==> config.mk <==
export PLATFORM = sky130hd
export DESIGN_NAME = noise_moving_sum_filter_unit_flat
export DESIGN_NICKNAME = d
export VERILOG_FILES = /design/src/design/nmsf_pkg.sv /design/src/design/nmsf_in_if.sv /design/src/design/nmsf_out_if.sv /design/src/design/nmsf_ring.sv /design/src/design/nmsf_scale.sv /design/src/design/noise_moving_sum_filter_unit.sv /design/src/flat_wrapper.sv
export SDC_FILE = /design/constraint.sdc
export NUM_CORES = 2
export LEC_CHECK = 0
export BUFFER_PORTS_ARGS = -buffer_cell sky130_fd_sc_hd__buf_2
export CORE_MARGIN = 2
export CORE_UTILIZATION = 55
export CTS_CLUSTER_DIAMETER = 150
export DETAILED_ROUTE_END_ITERATION = 10
export PLACE_DENSITY = 0.71
export RECOVER_POWER = 25
export SYNTH_ARGS = -nofsm -noshare
export SYNTH_HDL_FRONTEND = slang
export SYNTH_HIERARCHICAL = 1
export SYNTH_SLANG_ARGS = --single-unit
==> constraint.sdc <==
create_clock -name i_clk -period 13.7 [get_ports i_clk]
set_input_delay 1.37 -clock i_clk [delete_from_list [all_inputs] [get_ports i_clk]]
set_output_delay 1.37 -clock i_clk [all_outputs]
set_load 0.03 [all_outputs]
==> src/design/nmsf_pkg.sv <==
// Shared types, constants and decode functions for the noise moving-sum filter.
// No dependencies.
package nmsf_pkg;

    localparam int SMP_W  = 12;
    localparam int SUM_W  = 19;
    localparam int POS_W  = 7;
    localparam int CNT_W  = 5;
    localparam int FREQ_W = 5;

    localparam logic [SMP_W-1:0]  MID        = 12'h800;
    localparam logic [SMP_W-1:0]  TOP        = 12'hFFF;
    localparam logic [CNT_W-1:0]  SEED_LIMIT = 5'd17;
    localparam logic [POS_W:0]    SHORT_WIN  = 8'd10;
    localparam logic [FREQ_W-1:0] FREQ_SHORT = 5'd8;
    localparam logic [FREQ_W-1:0] FREQ_SEED  = 5'd14;

    // reciprocal divide: exact floor(n / d) for 19-bit n with shift 24
    localparam int RCP_SHIFT = 24;
    localparam int RCP_W     = 22;
    localparam int PROD_W    = SUM_W + RCP_W;
    localparam int Q_W       = PROD_W - RCP_SHIFT;

    localparam logic [RCP_W-1:0] RCP_25 = 22'd671089;
    localparam logic [RCP_W-1:0] RCP_27 = 22'd621379;
    localparam logic [RCP_W-1:0] RCP_30 = 22'd559241;
    localparam logic [RCP_W-1:0] RCP_10 = 22'd1677722;
    localparam logic [RCP_W-1:0] RCP_8  = 22'd2097152;

    localparam logic KIND_TICK    = 1'b0;
    localparam logic KIND_RESTART = 1'b1;

    localparam logic CFG_ENABLE = 1'b0;
    localparam logic CFG_FREQ   = 1'b1;

    typedef struct packed {
        logic             rd_en;
        logic [POS_W-1:0] rd_addr;
        logic             wr_en;
        logic [POS_W-1:0] wr_addr;
        logic [SMP_W-1:0] wr_data;
        logic             clear;
    } t_ring_cmd;

    function automatic logic [RCP_W-1:0] recip(input logic [FREQ_W-1:0] f);
        logic [RCP_W-1:0] r;
        if (f < 5'd3) begin
            r = RCP_25;
        end else if (f < 5'd6) begin
            r = RCP_27;
        end else if (f < 5'd8) begin
            r = RCP_30;
        end else if (f < 5'd12) begin
            r = RCP_10;
        end else begin
            r = RCP_8;
        end
        return r;
    endfunction

endpackage

==> src/design/nmsf_in_if.sv <==
// Input channel of the noise moving-sum filter: valid/ready plus item payload.
// Depends on nmsf_pkg.
interface nmsf_in_if;
    logic                      valid;
    logic                      ready;
    logic                      kind;
    logic [nmsf_pkg::SMP_W-1:0] raw_sample;

    modport source (output valid, output kind, output raw_sample, input ready);
    modport sink   (input valid, input kind, input raw_sample, output ready);
endinterface

==> src/design/nmsf_out_if.sv <==
// Output channel of the noise moving-sum filter: valid/ready plus result payload.
// Depends on nmsf_pkg.
interface nmsf_out_if;
    logic                      valid;
    logic                      ready;
    logic                      dac1_write;
    logic [nmsf_pkg::SMP_W-1:0] dac1_value;
    logic                      dac1_random;
    logic                      dac2_reseed;
    logic [nmsf_pkg::SMP_W-1:0] filter_out;

    modport source (output valid, output dac1_write, output dac1_value,
                    output dac1_random, output dac2_reseed, output filter_out,
                    input ready);
    modport sink   (input valid, input dac1_write, input dac1_value,
                    input dac1_random, input dac2_reseed, input filter_out,
                    output ready);
endinterface

==> src/design/nmsf_ring.sv <==
// Sample ring: one-write/one-read synchronous memory with per-entry valid bits.
// Invalid entries read as zero; clear drops all valid bits. Depends on nmsf_pkg.
module nmsf_ring #(
    parameter int RING_DEPTH = 100
) (
    input  logic                              i_clk,
    input  logic                              i_rst_n,
    input  nmsf_pkg::t_ring_cmd               i_cmd,
    output logic signed [nmsf_pkg::SMP_W-1:0] o_rd_data
);
    localparam int AW = $clog2(RING_DEPTH);

    logic [nmsf_pkg::SMP_W-1:0] mem [RING_DEPTH];
    logic [RING_DEPTH-1:0]      r_vld;
    logic [nmsf_pkg::SMP_W-1:0] r_rd_data;
    logic                       r_rd_vld;
    logic [AW-1:0]              wa;
    logic [AW-1:0]              ra;

    assign wa = i_cmd.wr_addr[AW-1:0];
    assign ra = i_cmd.rd_addr[AW-1:0];

    always_ff @(posedge i_clk) begin
        if (i_cmd.wr_en) begin
            mem[wa] <= i_cmd.wr_data;
        end
        if (i_cmd.rd_en) begin
            r_rd_data <= mem[ra];
            r_rd_vld  <= r_vld[ra];
        end
    end

    always_ff @(posedge i_clk) begin
        if (!i_rst_n) begin
            r_vld <= '0;
        end else if (i_cmd.clear) begin
            r_vld <= '0;
        end else if (i_cmd.wr_en) begin
            r_vld[wa] <= 1'b1;
        end
    end

    assign o_rd_data = r_rd_vld ? signed'(r_rd_data) : '0;

endmodule

==> src/design/nmsf_scale.sv <==
// Three-stage scaling unit: signed sum / divisor (toward zero) by reciprocal
// multiply, plus mid-scale offset and clip to 12 bits. Depends on nmsf_pkg.
module nmsf_scale (
    input  logic                               i_clk,
    input  logic                               i_rst_n,
    input  logic                               i_start,
    input  logic signed [nmsf_pkg::SUM_W-1:0]  i_sum,
    input  logic [nmsf_pkg::FREQ_W-1:0]        i_freq,
    output logic                               o_done,
    output logic [nmsf_pkg::SMP_W-1:0]         o_value
);
    logic                          r_s1;
    logic                          r_s2;
    logic                          r_done;
    logic [nmsf_pkg::SUM_W-1:0]    r_abs;
    logic                          r_neg1;
    logic                          r_neg2;
    logic [nmsf_pkg::RCP_W-1:0]    r_rcp;
    logic [nmsf_pkg::PROD_W-1:0]   r_prod;
    logic [nmsf_pkg::SMP_W-1:0]    r_value;
    logic [nmsf_pkg::SUM_W-1:0]    n_abs;
    logic [nmsf_pkg::Q_W-1:0]      q;
    logic signed [nmsf_pkg::SUM_W-1:0] q_s;
    logic signed [nmsf_pkg::SUM_W-1:0] mid_s;
    logic signed [nmsf_pkg::SUM_W-1:0] n_y;
    logic [nmsf_pkg::SMP_W-1:0]    n_value;

    assign n_abs = i_sum[nmsf_pkg::SUM_W-1] ? (~i_sum + 1'b1) : i_sum;
    assign q     = r_prod[nmsf_pkg::RCP_SHIFT +: nmsf_pkg::Q_W];
    assign q_s   = signed'(nmsf_pkg::SUM_W'(q));
    assign mid_s = signed'(nmsf_pkg::SUM_W'(nmsf_pkg::MID));
    assign n_y   = r_neg2 ? (mid_s - q_s) : (mid_s + q_s);

    always_comb begin
        if (n_y < 0) begin
            n_value = '0;
        end else if (n_y > signed'(nmsf_pkg::SUM_W'(nmsf_pkg::TOP))) begin
            n_value = nmsf_pkg::TOP;
        end else begin
            n_value = n_y[nmsf_pkg::SMP_W-1:0];
        end
    end

    always_ff @(posedge i_clk) begin
        if (!i_rst_n) begin
            r_s1   <= 1'b0;
            r_s2   <= 1'b0;
            r_done <= 1'b0;
        end else begin
            r_s1   <= i_start;
            r_s2   <= r_s1;
            r_done <= r_s2;
        end
    end

    always_ff @(posedge i_clk) begin
        if (i_start) begin
            r_abs  <= n_abs;
            r_neg1 <= i_sum[nmsf_pkg::SUM_W-1];
            r_rcp  <= nmsf_pkg::recip(i_freq);
        end
        if (r_s1) begin
            r_prod <= nmsf_pkg::PROD_W'(r_abs) * nmsf_pkg::PROD_W'(r_rcp);
            r_neg2 <= r_neg1;
        end
        if (r_s2) begin
            r_value <= n_value;
        end
    end

    assign o_done  = r_done;
    assign o_value = r_value;

endmodule

==> src/design/noise_moving_sum_filter_unit.sv <==
// Noise moving-sum filter top level: control sequencer, running sum, output register.
// Depends on nmsf_pkg, nmsf_in_if, nmsf_out_if, nmsf_ring, nmsf_scale.
//
//   channel   dir  transfer when          payload
//   i_in      in   valid & ready          kind, raw_sample
//   o_out     out  valid & ready          dac1_write, dac1_value, dac1_random,
//                                         dac2_reseed, filter_out
//   i_cfg_*   in   i_cfg_we               index 0 noise_enable, 1 freq_index
//
// Sample ticks that filter go through ring read, sum update and write-back,
// then the three-stage reciprocal scaling unit. Other items go straight to output.
// One item is in flight at a time; the next is taken while a result waits.
// Synchronous active-low reset; ring entries read as zero until written.
module noise_moving_sum_filter_unit #(
    parameter int RING_DEPTH = 100
) (
    input  logic                              i_clk,
    input  logic                              i_rst_n,
    input  logic                              i_cfg_we,
    input  logic                              i_cfg_idx,
    input  logic [nmsf_pkg::FREQ_W-1:0]       i_cfg_data,
    nmsf_in_if.sink                           i_in,
    nmsf_out_if.source                        o_out
);
    localparam int PW = nmsf_pkg::POS_W;
    localparam logic [PW:0] DEPTH_V = (PW+1)'(RING_DEPTH);

    typedef enum logic [3:0] {
        S_IDLE = 4'b0001,
        S_RD   = 4'b0010,
        S_CALC = 4'b0100,
        S_PUT  = 4'b1000
    } t_state;

    t_state                              r_state;
    logic                                r_enable;
    logic [nmsf_pkg::FREQ_W-1:0]         r_freq;
    logic signed [nmsf_pkg::SUM_W-1:0]   r_sum;
    logic [PW-1:0]                       r_pos;
    logic [nmsf_pkg::CNT_W-1:0]          r_cnt;
    logic [nmsf_pkg::SMP_W-1:0]          r_outv;
    logic signed [nmsf_pkg::SMP_W-1:0]   r_smp;
    logic [PW-1:0]                       r_wpos;
    logic                                r_start;
    logic                                r_res_wr;
    logic [nmsf_pkg::SMP_W-1:0]          r_res_val;
    logic                                r_res_rnd;
    logic                                r_res_rsd;
    logic                                r_o_valid;
    logic                                r_o_wr;
    logic [nmsf_pkg::SMP_W-1:0]          r_o_val;
    logic                                r_o_rnd;
    logic                                r_o_rsd;
    logic [nmsf_pkg::SMP_W-1:0]          r_o_filt;

    logic                                accept;
    logic                                slot_free;
    logic                                long_win;
    logic [PW-1:0]                       pos;
    logic [PW:0]                         pos_inc;
    logic [PW:0]                         win;
    logic [PW-1:0]                       nxt;
    logic [nmsf_pkg::CNT_W-1:0]          cnt_inc;
    logic                                seed_wrap;
    logic [nmsf_pkg::CNT_W-1:0]          n_cnt;
    logic signed [nmsf_pkg::SMP_W-1:0]   new_smp;
    logic signed [nmsf_pkg::SMP_W-1:0]   old_smp;
    logic signed [nmsf_pkg::SUM_W-1:0]   n_sum;
    logic                                filt_item;
    logic                                restart_item;
    nmsf_pkg::t_ring_cmd                 ring_cmd;
    logic                                scale_done;
    logic [nmsf_pkg::SMP_W-1:0]          scale_value;

    assign accept       = i_in.valid && (r_state == S_IDLE);
    assign slot_free    = !r_o_valid || o_out.ready;
    assign long_win     = r_freq < nmsf_pkg::FREQ_SHORT;
    assign pos          = ((PW+1)'(r_pos) < DEPTH_V) ? r_pos : '0;
    assign pos_inc      = (PW+1)'(pos) + 1'b1;
    assign win          = long_win ? DEPTH_V : nmsf_pkg::SHORT_WIN;
    assign nxt          = (pos_inc < win) ? pos_inc[PW-1:0] : '0;
    assign cnt_inc      = r_cnt + 1'b1;
    assign seed_wrap    = cnt_inc > nmsf_pkg::SEED_LIMIT;
    assign n_cnt        = seed_wrap ? '0 : cnt_inc;
    assign new_smp      = signed'({~i_in.raw_sample[nmsf_pkg::SMP_W-1],
                                   i_in.raw_sample[nmsf_pkg::SMP_W-2:0]});
    assign n_sum        = r_sum + nmsf_pkg::SUM_W'(r_smp) - nmsf_pkg::SUM_W'(old_smp);
    assign restart_item = r_enable && (i_in.kind == nmsf_pkg::KIND_RESTART);
    assign filt_item    = r_enable && (i_in.kind == nmsf_pkg::KIND_TICK)
                          && (r_freq < nmsf_pkg::FREQ_SEED);

    always_comb begin
        ring_cmd         = '0;
        ring_cmd.rd_en   = accept && filt_item;
        ring_cmd.rd_addr = nxt;
        ring_cmd.wr_en   = (r_state == S_RD);
        ring_cmd.wr_addr = r_wpos;
        ring_cmd.wr_data = r_smp;
        ring_cmd.clear   = accept && restart_item;
    end

    nmsf_ring #(
        .RING_DEPTH (RING_DEPTH)
    ) u_ring (
        .i_clk     (i_clk),
        .i_rst_n   (i_rst_n),
        .i_cmd     (ring_cmd),
        .o_rd_data (old_smp)
    );

    nmsf_scale u_scale (
        .i_clk   (i_clk),
        .i_rst_n (i_rst_n),
        .i_start (r_start),
        .i_sum   (r_sum),
        .i_freq  (r_freq),
        .o_done  (scale_done),
        .o_value (scale_value)
    );

    always_ff @(posedge i_clk) begin
        if (!i_rst_n) begin
            r_enable <= 1'b0;
            r_freq   <= '0;
        end else if (i_cfg_we) begin
            case (i_cfg_idx)
                nmsf_pkg::CFG_ENABLE: r_enable <= i_cfg_data[0];
                nmsf_pkg::CFG_FREQ:   r_freq   <= i_cfg_data;
                default:              r_freq   <= r_freq;
            endcase
        end
    end

    always_ff @(posedge i_clk) begin
        if (!i_rst_n) begin
            r_state   <= S_IDLE;
            r_sum     <= '0;
            r_pos     <= '0;
            r_cnt     <= '0;
            r_outv    <= '0;
            r_start   <= 1'b0;
            r_o_valid <= 1'b0;
        end else begin
            r_start   <= (r_state == S_RD);
            r_o_valid <= ((r_state == S_PUT) && slot_free) || (r_o_valid && !o_out.ready);
            case (r_state)
                S_IDLE: begin
                    if (accept) begin
                        if (restart_item) begin
                            r_sum     <= '0;
                            r_pos     <= '0;
                            r_outv    <= nmsf_pkg::MID;
                            r_res_wr  <= 1'b0;
                            r_res_val <= '0;
                            r_res_rnd <= 1'b0;
                            r_res_rsd <= 1'b1;
                            r_state   <= S_PUT;
                        end else if (filt_item) begin
                            r_smp     <= new_smp;
                            r_wpos    <= pos;
                            r_pos     <= nxt;
                            r_res_wr  <= 1'b1;
                            r_res_val <= r_outv;
                            r_res_rnd <= 1'b0;
                            r_state   <= S_RD;
                            if (long_win) begin
                                r_res_rsd <= (pos_inc >= DEPTH_V);
                            end else begin
                                r_res_rsd <= seed_wrap;
                                r_cnt     <= n_cnt;
                            end
                        end else begin
                            r_res_wr  <= 1'b0;
                            r_res_val <= '0;
                            r_res_rsd <= 1'b0;
                            r_res_rnd <= r_enable && seed_wrap;
                            r_state   <= S_PUT;
                            if (r_enable) begin
                                r_cnt <= n_cnt;
                            end
                        end
                    end
                end
                S_RD: begin
                    r_sum   <= n_sum;
                    r_state <= S_CALC;
                end
                S_CALC: begin
                    if (scale_done) begin
                        r_outv  <= scale_value;
                        r_state <= S_PUT;
                    end
                end
                S_PUT: begin
                    if (slot_free) begin
                        r_o_wr    <= r_res_wr;
                        r_o_val   <= r_res_val;
                        r_o_rnd   <= r_res_rnd;
                        r_o_rsd   <= r_res_rsd;
                        r_o_filt  <= r_outv;
                        r_state   <= S_IDLE;
                    end
                end
                default: begin
                    r_state <= S_IDLE;
                end
            endcase
        end
    end

    assign i_in.ready        = (r_state == S_IDLE);
    assign o_out.valid       = r_o_valid;
    assign o_out.dac1_write  = r_o_wr;
    assign o_out.dac1_value  = r_o_val;
    assign o_out.dac1_random = r_o_rnd;
    assign o_out.dac2_reseed = r_o_rsd;
    assign o_out.filter_out  = r_o_filt;

endmodule

==> src/flat_wrapper.sv <==
// flat-port wrapper written by rule: the top's interface ports become plain ports
module noise_moving_sum_filter_unit_flat 
#(
    parameter int RING_DEPTH = 100
)
  (i_clk, i_rst_n, i_cfg_we, i_cfg_idx, i_cfg_data, i_in_valid, i_in_kind, i_in_raw_sample, i_in_ready, o_out_valid, o_out_dac1_write, o_out_dac1_value, o_out_dac1_random, o_out_dac2_reseed, o_out_filter_out, o_out_ready);
  nmsf_in_if i_in_i ();
  nmsf_out_if o_out_i ();
  input  logic i_clk;
  input  logic i_rst_n;
  input  logic i_cfg_we;
  input  logic i_cfg_idx;
  input  logic [nmsf_pkg::FREQ_W-1:0] i_cfg_data;
  input wire logic [$bits(i_in_i.valid)-1:0] i_in_valid;
  input wire logic [$bits(i_in_i.kind)-1:0] i_in_kind;
  input wire logic [$bits(i_in_i.raw_sample)-1:0] i_in_raw_sample;
  output wire logic [$bits(i_in_i.ready)-1:0] i_in_ready;
  output wire logic [$bits(o_out_i.valid)-1:0] o_out_valid;
  output wire logic [$bits(o_out_i.dac1_write)-1:0] o_out_dac1_write;
  output wire logic [$bits(o_out_i.dac1_value)-1:0] o_out_dac1_value;
  output wire logic [$bits(o_out_i.dac1_random)-1:0] o_out_dac1_random;
  output wire logic [$bits(o_out_i.dac2_reseed)-1:0] o_out_dac2_reseed;
  output wire logic [$bits(o_out_i.filter_out)-1:0] o_out_filter_out;
  input wire logic [$bits(o_out_i.ready)-1:0] o_out_ready;
  assign i_in_i.valid = i_in_valid;
  assign i_in_i.kind = i_in_kind;
  assign i_in_i.raw_sample = i_in_raw_sample;
  assign i_in_ready = i_in_i.ready;
  assign o_out_valid = o_out_i.valid;
  assign o_out_dac1_write = o_out_i.dac1_write;
  assign o_out_dac1_value = o_out_i.dac1_value;
  assign o_out_dac1_random = o_out_i.dac1_random;
  assign o_out_dac2_reseed = o_out_i.dac2_reseed;
  assign o_out_filter_out = o_out_i.filter_out;
  assign o_out_i.ready = o_out_ready;
  noise_moving_sum_filter_unit #(.RING_DEPTH(RING_DEPTH)) u_core (.i_clk(i_clk), .i_rst_n(i_rst_n), .i_cfg_we(i_cfg_we), .i_cfg_idx(i_cfg_idx), .i_cfg_data(i_cfg_data), .i_in(i_in_i), .o_out(o_out_i));
endmodule
==> Yosys cells after proc, flatten, opt, wreduce, memory -nomap -nowiden <==
Memory sizes are Yosys's and may differ from the RTL's. A register that Yosys moved wholly into a read port is not among the register bits.
Cells that the tools add are included.
{ "classes": {"addsub": 7, "n_mul": 1, "n_lt_le_gt_ge": 14, "n_eq_ne": 9, "n_mux": 38, "n_bitwise": 8, "reduce_logical": 33} }
{ "op_table": {"columns": ["cell", "count"], "rows": [
  ["OR 100 bit", 1],
  ["2-to-1 mux 12 bit", 5],
  ["2-to-1 mux 19 bit", 3],
  ["2-to-1 mux 18 bit", 3],
  ["multiplier 19 x 22 -> 41 bit", 1],
  ["one-hot mux 19 bit (2 select lines)", 1],
  ["2-to-1 mux 7 bit", 5],
  ["one-hot mux 12 bit (2 select lines)", 1],
  ["2-to-1 mux 22 bit", 1],
  ["2-to-1 mux 4 bit", 5],
  ["2-to-1 mux 5 bit", 4],
  ["adder 19 x 1 -> 19 bit, second input constant", 1],
  ["adder 19 x 12 -> 19 bit", 1],
  ["> comparator 19 x 13 -> 1 bit, second input constant", 1],
  ["less-than comparator 19 x 1 -> 1 bit, second input constant", 1],
  ["NOT 19 bit", 1],
  ["subtractor 19 x 12 -> 19 bit", 1],
  ["adder 12 x 17 -> 18 bit, first input constant", 1],
  ["subtractor 12 x 17 -> 18 bit, first input constant", 1],
  ["less-than comparator 7 x 8 -> 1 bit, second input constant", 2],
  ["one-hot mux 4 bit (4 select lines)", 1],
  ["less-than comparator 5 x 4 -> 1 bit, second input constant", 3],
  ["AND reduction 3 bit", 5],
  ["logical AND 1 bit", 10],
  ["other kinds (27)", 51]
]} }
{ "totals": {"regBits": 316, "ram_bits": 1200, "input_bits": 24, "out_inout_bits": 29, "word_cells": 145, "mem_count": 1} }
{ "memory_table": {"columns": ["name", "depth", "width", "read_ports", "rd_ports_with_merged_regs", "wr", "line", "rtl"], "rows": [
  ["u_core.u_ring.mem", 100, 12, 1, 1, 1, "nmsf_ring.sv:13", "logic [nmsf_pkg::SMP_W-1:0] mem [RING_DEPTH];"]
]} }

==> Longest topological paths before layout <==
{ "logic_depth": {"word_depth": 7, "ltp_mapped": 26, "depth_no_buf": 23} }

==> Hierarchy <==
Netlist, hierarchy kept.
{ "by_module_without_submodules": {"columns": ["module", "instances", "cells_each", "area_per_inst_um2", "seq_area_each_um2"], "rows": [
  ["nmsf_ring", 1, 2446, 50780.0, 38426.9],
  ["nmsf_scale", 1, 1552, 14920.6, 1891.8],
  ["noise_moving_sum_filter_unit", 1, 588, 6094.6, 2932.8]
]} }

==> Worst setup path after synthesis <==
Ideal clock, no wire load.
{ "synth_timing": {"kind": "register to register", "start": "register u_core/u_scale/r_rcp[10] in the netlist's numbering", "end": "register u_core/u_scale/r_prod[35] in the netlist's numbering (data pin)", "setup_ns": 0.259, "arrival_ns": 5.879, "t_required_ns": 13.441, "path_slack_ns": 7.563, "stages_incl_launch_ff": 24, "n_path_buf": 2, "synth_period_minus_slack_ns": 6.137, "path_cell_list": "edfxtp_1 > clkbuf_1 > clkbuf_1 > nand2_1 > fa_1 > inv_1 > fa_1 > inv_1 > fa_1 > inv_1 > fa_1 > inv_1 > fa_1 > inv_1 > fa_1 > ha_1 > a21oi_2 > o21bai_1 > a2111oi_2 > a211oi_2 > o41ai_4 > o21ai_2 > a41oi_2 > xnor2_1"} }
{ "synth_via": {"elab_chain_cells": 1} }
{ "synth_rtl": {"columns": ["element", "line", "rtl"], "rows": [
  ["start, declared", "nmsf_scale.sv:18", "logic [nmsf_pkg::RCP_W-1:0] r_rcp;"],
  ["start signal, assigned", "nmsf_scale.sv:60", "r_rcp <= nmsf_pkg::recip(i_freq);"],
  ["multiplier 19 x 22 -> 41 bit", "nmsf_scale.sv:63", "r_prod <= nmsf_pkg::PROD_W'(r_abs) * nmsf_pkg::PROD_W'(r_rcp);"],
  ["end signal, assigned", "nmsf_scale.sv:63", null],
  ["end, declared", "nmsf_scale.sv:19", "logic [nmsf_pkg::PROD_W-1:0] r_prod;"]
]} }
Every way passes these cells.
A chain may end at the register's enable or synchronous reset.

==> Worst setup path in the final report <==
{ "layout_timing": {"start": "register u_core.r_pos[3]", "end": "register u_core/u_ring/r_rd_data[9] in the netlist's numbering (read register of u_core.u_ring.mem) (data pin)"} }
{ "layout_via": {"elab_chain_cells": 5} }
{ "layout_rtl": {"columns": ["element", "line", "rtl"], "rows": [
  ["start, declared", "noise_moving_sum_filter_unit.sv:39", "logic [PW-1:0] r_pos;"],
  ["start signal, assigned", "noise_moving_sum_filter_unit.sv:161", "r_pos <= nxt;"],
  ["less-than comparator 7 bit (*)", "noise_moving_sum_filter_unit.sv:78", "assign pos = ((PW+1)'(r_pos) < DEPTH_V) ? r_pos : '0;"],
  ["2-to-1 mux 7 bit (*)", "noise_moving_sum_filter_unit.sv:78", null],
  ["via u_core.pos[0]", "noise_moving_sum_filter_unit.sv:59", "logic [PW-1:0] pos;"],
  ["adder 7 x 1 -> 8 bit (*)", "noise_moving_sum_filter_unit.sv:79", "assign pos_inc = (PW+1)'(pos) + 1'b1;"],
  ["less-than comparator 8 bit", "noise_moving_sum_filter_unit.sv:81", "assign nxt = (pos_inc < win) ? pos_inc[PW-1:0] : '0;"],
  ["2-to-1 mux 7 bit (*)", "noise_moving_sum_filter_unit.sv:81", null],
  ["via u_core.nxt[1]", "noise_moving_sum_filter_unit.sv:62", "logic [PW-1:0] nxt;"],
  ["end, declared", "nmsf_ring.sv:15", "logic [nmsf_pkg::SMP_W-1:0] r_rd_data;"]
]} }
Mark *: on every way through the listed nets, which the timed path passes. The rest lies on a longest branch.

==> impl_metrics.toml <==
[critical_path]
start_kind = "flop"
crit_type = "reg2reg"
crit_fanout = 102
arrival_ns = 8.06
r2r_slack_ns = 6.16
rr_worst_depth = 20
timing.rr.start = "u_core/r_pos[3]"
cp.required_ns = 14.22
r2r-end = "u_core/u_ring/r_rd_data[9]"
end_kind = "flop"

[layout]
nets = 5237
area_delta_synth_final_pct = 10.2
stdcell_count = 6574
drive_gt1_share_pct = 15.9
diodes = 0

[placed_design]
place.gp.congestion = 0.969
hpwl_mm = 113
io_buffers = 52
place_inst = 6302

[hold_path]
hold_start = "u_core/r_res_val[2]"
holdPathStages = 0
whs_endpoint = "u_core/o_out.dac1_value[2]"
hp-class = "reg2reg"

[global_routing]
grt_first_pass_wirelength_mm = 261
track_usage_pct = 26.8
grt_antenna_before_repair = 1
grt_pass1_vias = 40300
overflow = 0
grt_max_degree = 103

[timing]
skew_ns = 0.0402
rsz0062_at_grt = "false"
timing.final.max_slew_violations = 929
finalWorstPathRequiredPeriod_ns = 7.54
tns_ns = 0
tightest_slew_ns = 4.78
relSlewSlack_pct = -219
hold_viol = 0
setup_viol = 0
fin_crit_sh_pct = 55.0
max_freq_mhz = 133

[clocking]
root_buffer = "clkbuf_16"
cts.clk_slew.worst_paths_ns = 0.06
clkLatencyLatePin_ns = 0.78
post_cts_buffers = 0
cts_resized = 0
cts_tree = "done"
clockBufferDepth = 3
cts_sinks = 1493
ctsHoldBuffers = 0
htree_levels = 4
cts_made_buffers = 149

[pwr]
peakVddDrop_uv = 139
p_per_area_nw_per_um2 = 117
p_leak_nw = 28.4

[floorplan]
rows = 132
die_y_um = 365
die_area_um2 = 133000
ioPinCount = 53
initial_utilization_pct = 55.4
core_um2 = 129000
die_w_um = 365

[yosys]
synthDistinctLibCells = 95
yosys_warnings = 6
synth_edf_count = 1335
yosys_most_used_dff = "edfxtp_1"
ys_top_cells_by_area = "edfxtp_1 56%, fa_1 8.8%, mux4_2 8.3%, dfxtp_1 4.4%, ha_1 3.3%"
ys_ff_latch = 1493
synth.most_common_cell = "edfxtp_1"
yosys.area.top_type_share_pct = 55.8
synth.cell_area_um2 = 71800
syn_area_per_cell_um2 = 15.7
netlist_instances = 4586
yosys.area.top_type = "edfxtp_1"
seq_area_frac_synth_pct = 60.2
syn_nets = 5112
ys_top_cells_by_count = "1335 x edfxtp_1, 529 x inv_1, 315 x fa_1, 266 x mux4_2, 215 x nand2_1"
async_reset_ff_share_pct = 0

[job]
maxCapViolCount = 17

[routing]
drt_iter0_drc = 4558
wl_mm = 175
viasPerCell = 6.09
detail-route-antenna-nets = 0
drc = 0
dr.pass1.iters = 6
wire_per_inst_um = 26.6
vias = 40000

[run_status]
outcome = "finished with violations"
failed_checks = "capacitance limit, slew limit"
==> cells in the final DEF (no fill, tap or decap), types with 46 or more instances in the layout <==
cell type	instances
a21oi_1	97
a22oi_1	76
and2_1	127
buf_2	50
buf_4	113
clkbuf_1	47
clkbuf_16	153
dfxtp_1	158
edfxtp_1	1335
fa_1	315
ha_1	187
inv_1	529
mux2i_1	213
mux4_2	266
nand2_1	215
nor2_1	116
o21a_1	112
o21ai_0	61
xnor2_1	46
==> worst max path at each step <==
stage                              from                         end  slack [ns]  cells past startpoint
2_1_floorplan  u_core/u_scale/r_rcp[10]   u_core/u_scale/r_prod[35]        7.56                     23
6_report                u_core/r_pos[3]  u_core/u_ring/r_rd_data[9]        6.16                     20
3_5_place_dp            u_core/r_pos[3]  u_core/u_ring/r_rd_data[9]        6.35                     20
3_3_place_gp            u_core/r_pos[2]  u_core/u_ring/r_rd_data[9]        6.44                     20
4_1_cts                 u_core/r_pos[3]  u_core/u_ring/r_rd_data[9]        6.30                     20
5_1_grt                 u_core/r_pos[2]  u_core/u_ring/r_rd_data[9]        5.82                     20
==> state kept, by name (all words and copies together) (netlist names), 4 cells and up <==
| register | cells |
|---|---|
| u_core/r_pos | 7 |
| u_core/r_outv | 12 |
| u_core/u_ring/r_vld | 100 |
| u_core/u_scale/r_abs | 19 |
| u_core/r_state | 4 |
| u_core/r_res_val | 12 |
| u_core/u_scale/r_rcp | 11 |
| u_core/r_sum | 19 |
| u_core/r_smp | 12 |
| u_core/u_ring/r_rd_data | 12 |
| u_core/u_ring/mem | 1200 |
| u_core/u_scale/r_prod | 17 |
| u_core/o_out.dac1_value | 12 |
| u_core/r_freq | 5 |
| u_core/o_out.filter_out | 12 |
| u_core/r_cnt | 5 |
| u_core/r_wpos | 7 |
| u_core/u_scale/o_value | 12 |
==> logic make-up (layout without fill, tap and decap cells) <==
family	after synthesis	in the layout	synth area share, %
adder cells (fa/ha/maj)	502	502	12.0
flip-flops	1493	1493	60.2
AO/OA/AOI/OAI	580	580	5.74
buffers and inverters	743	989	4.56
AND/OR/NAND/NOR	701	701	4.96
multiplexers	501	501	11.7
XOR/XNOR	66	66	0.805
==> stage by stage <==
step	cell area, um2	hold WS [ns]	utilization (%)	setup WS (ns)	total power, W
6_report	79100	0.408	61.1	6.16	0.00926
5_1_grt	79100	0.423	61.1	5.82	0.00950
4_1_cts	79200	0.412	61.2	6.30	0.00931
3_5_place_dp	74100	0.406	57.3	6.35	0.00519
3_3_place_gp	74100	0.401	57.3	6.44	0.00519
2_1_floorplan	71800	0.400	-	7.56	0.00514
==> per-layer routing <==
layer	routed length [um]	track usage (%)	up-vias
met5	9	0	-
met1	67800	35.8	20600
met2	86500	44.2	1946
met4	6940	10.5	2
li1	-	-	17200
met3	13800	4.44	369
==> power breakdown <==
| group | internal, W | switching (W) |
|---|---|---|
| logic | 0.0000727 | 0.000115 |
| clock network | 0.00243 | 0.00174 |
| registers | 0.00490 | 0.00000626 |
==> worst max-delay path, cell delays in order, from the launching register on <==
cell and delay, ns:
dfxtp_1 0.38, or3_1 0.40, nand3_1 0.14, and2_0 0.33, ha_1 0.33, nand4b_1 0.11, o21ai_0 0.52, ha_1 0.35
o21ai_0 0.08, a31oi_1 0.11, or2_2 0.43, nor2_4 0.11, buf_4 0.72, buf_12 0.59, buf_4 0.66, mux4_2 0.59
mux2_2 0.28, o22ai_1 0.33, a2111oi_0 0.18, a311oi_1 0.44, a21oi_1 0.07
==> final cells by class <==
| type | instances | area, um2 |
|---|---|---|
| Fill cell | 9522 | 50400 |
| Multi-Input combinational cell | 2350 | 25400 |
| Tap cell | 1742 | 2180 |
| Inverter | 532 | 2000 |
| Clock inverter | 81 | 978 |
| Clock buffer | 191 | 4080 |
| Sequential cell | 1493 | 43300 |
| Timing Repair Buffer | 185 | 1210 |
Power figures use the tool's default switching activity.
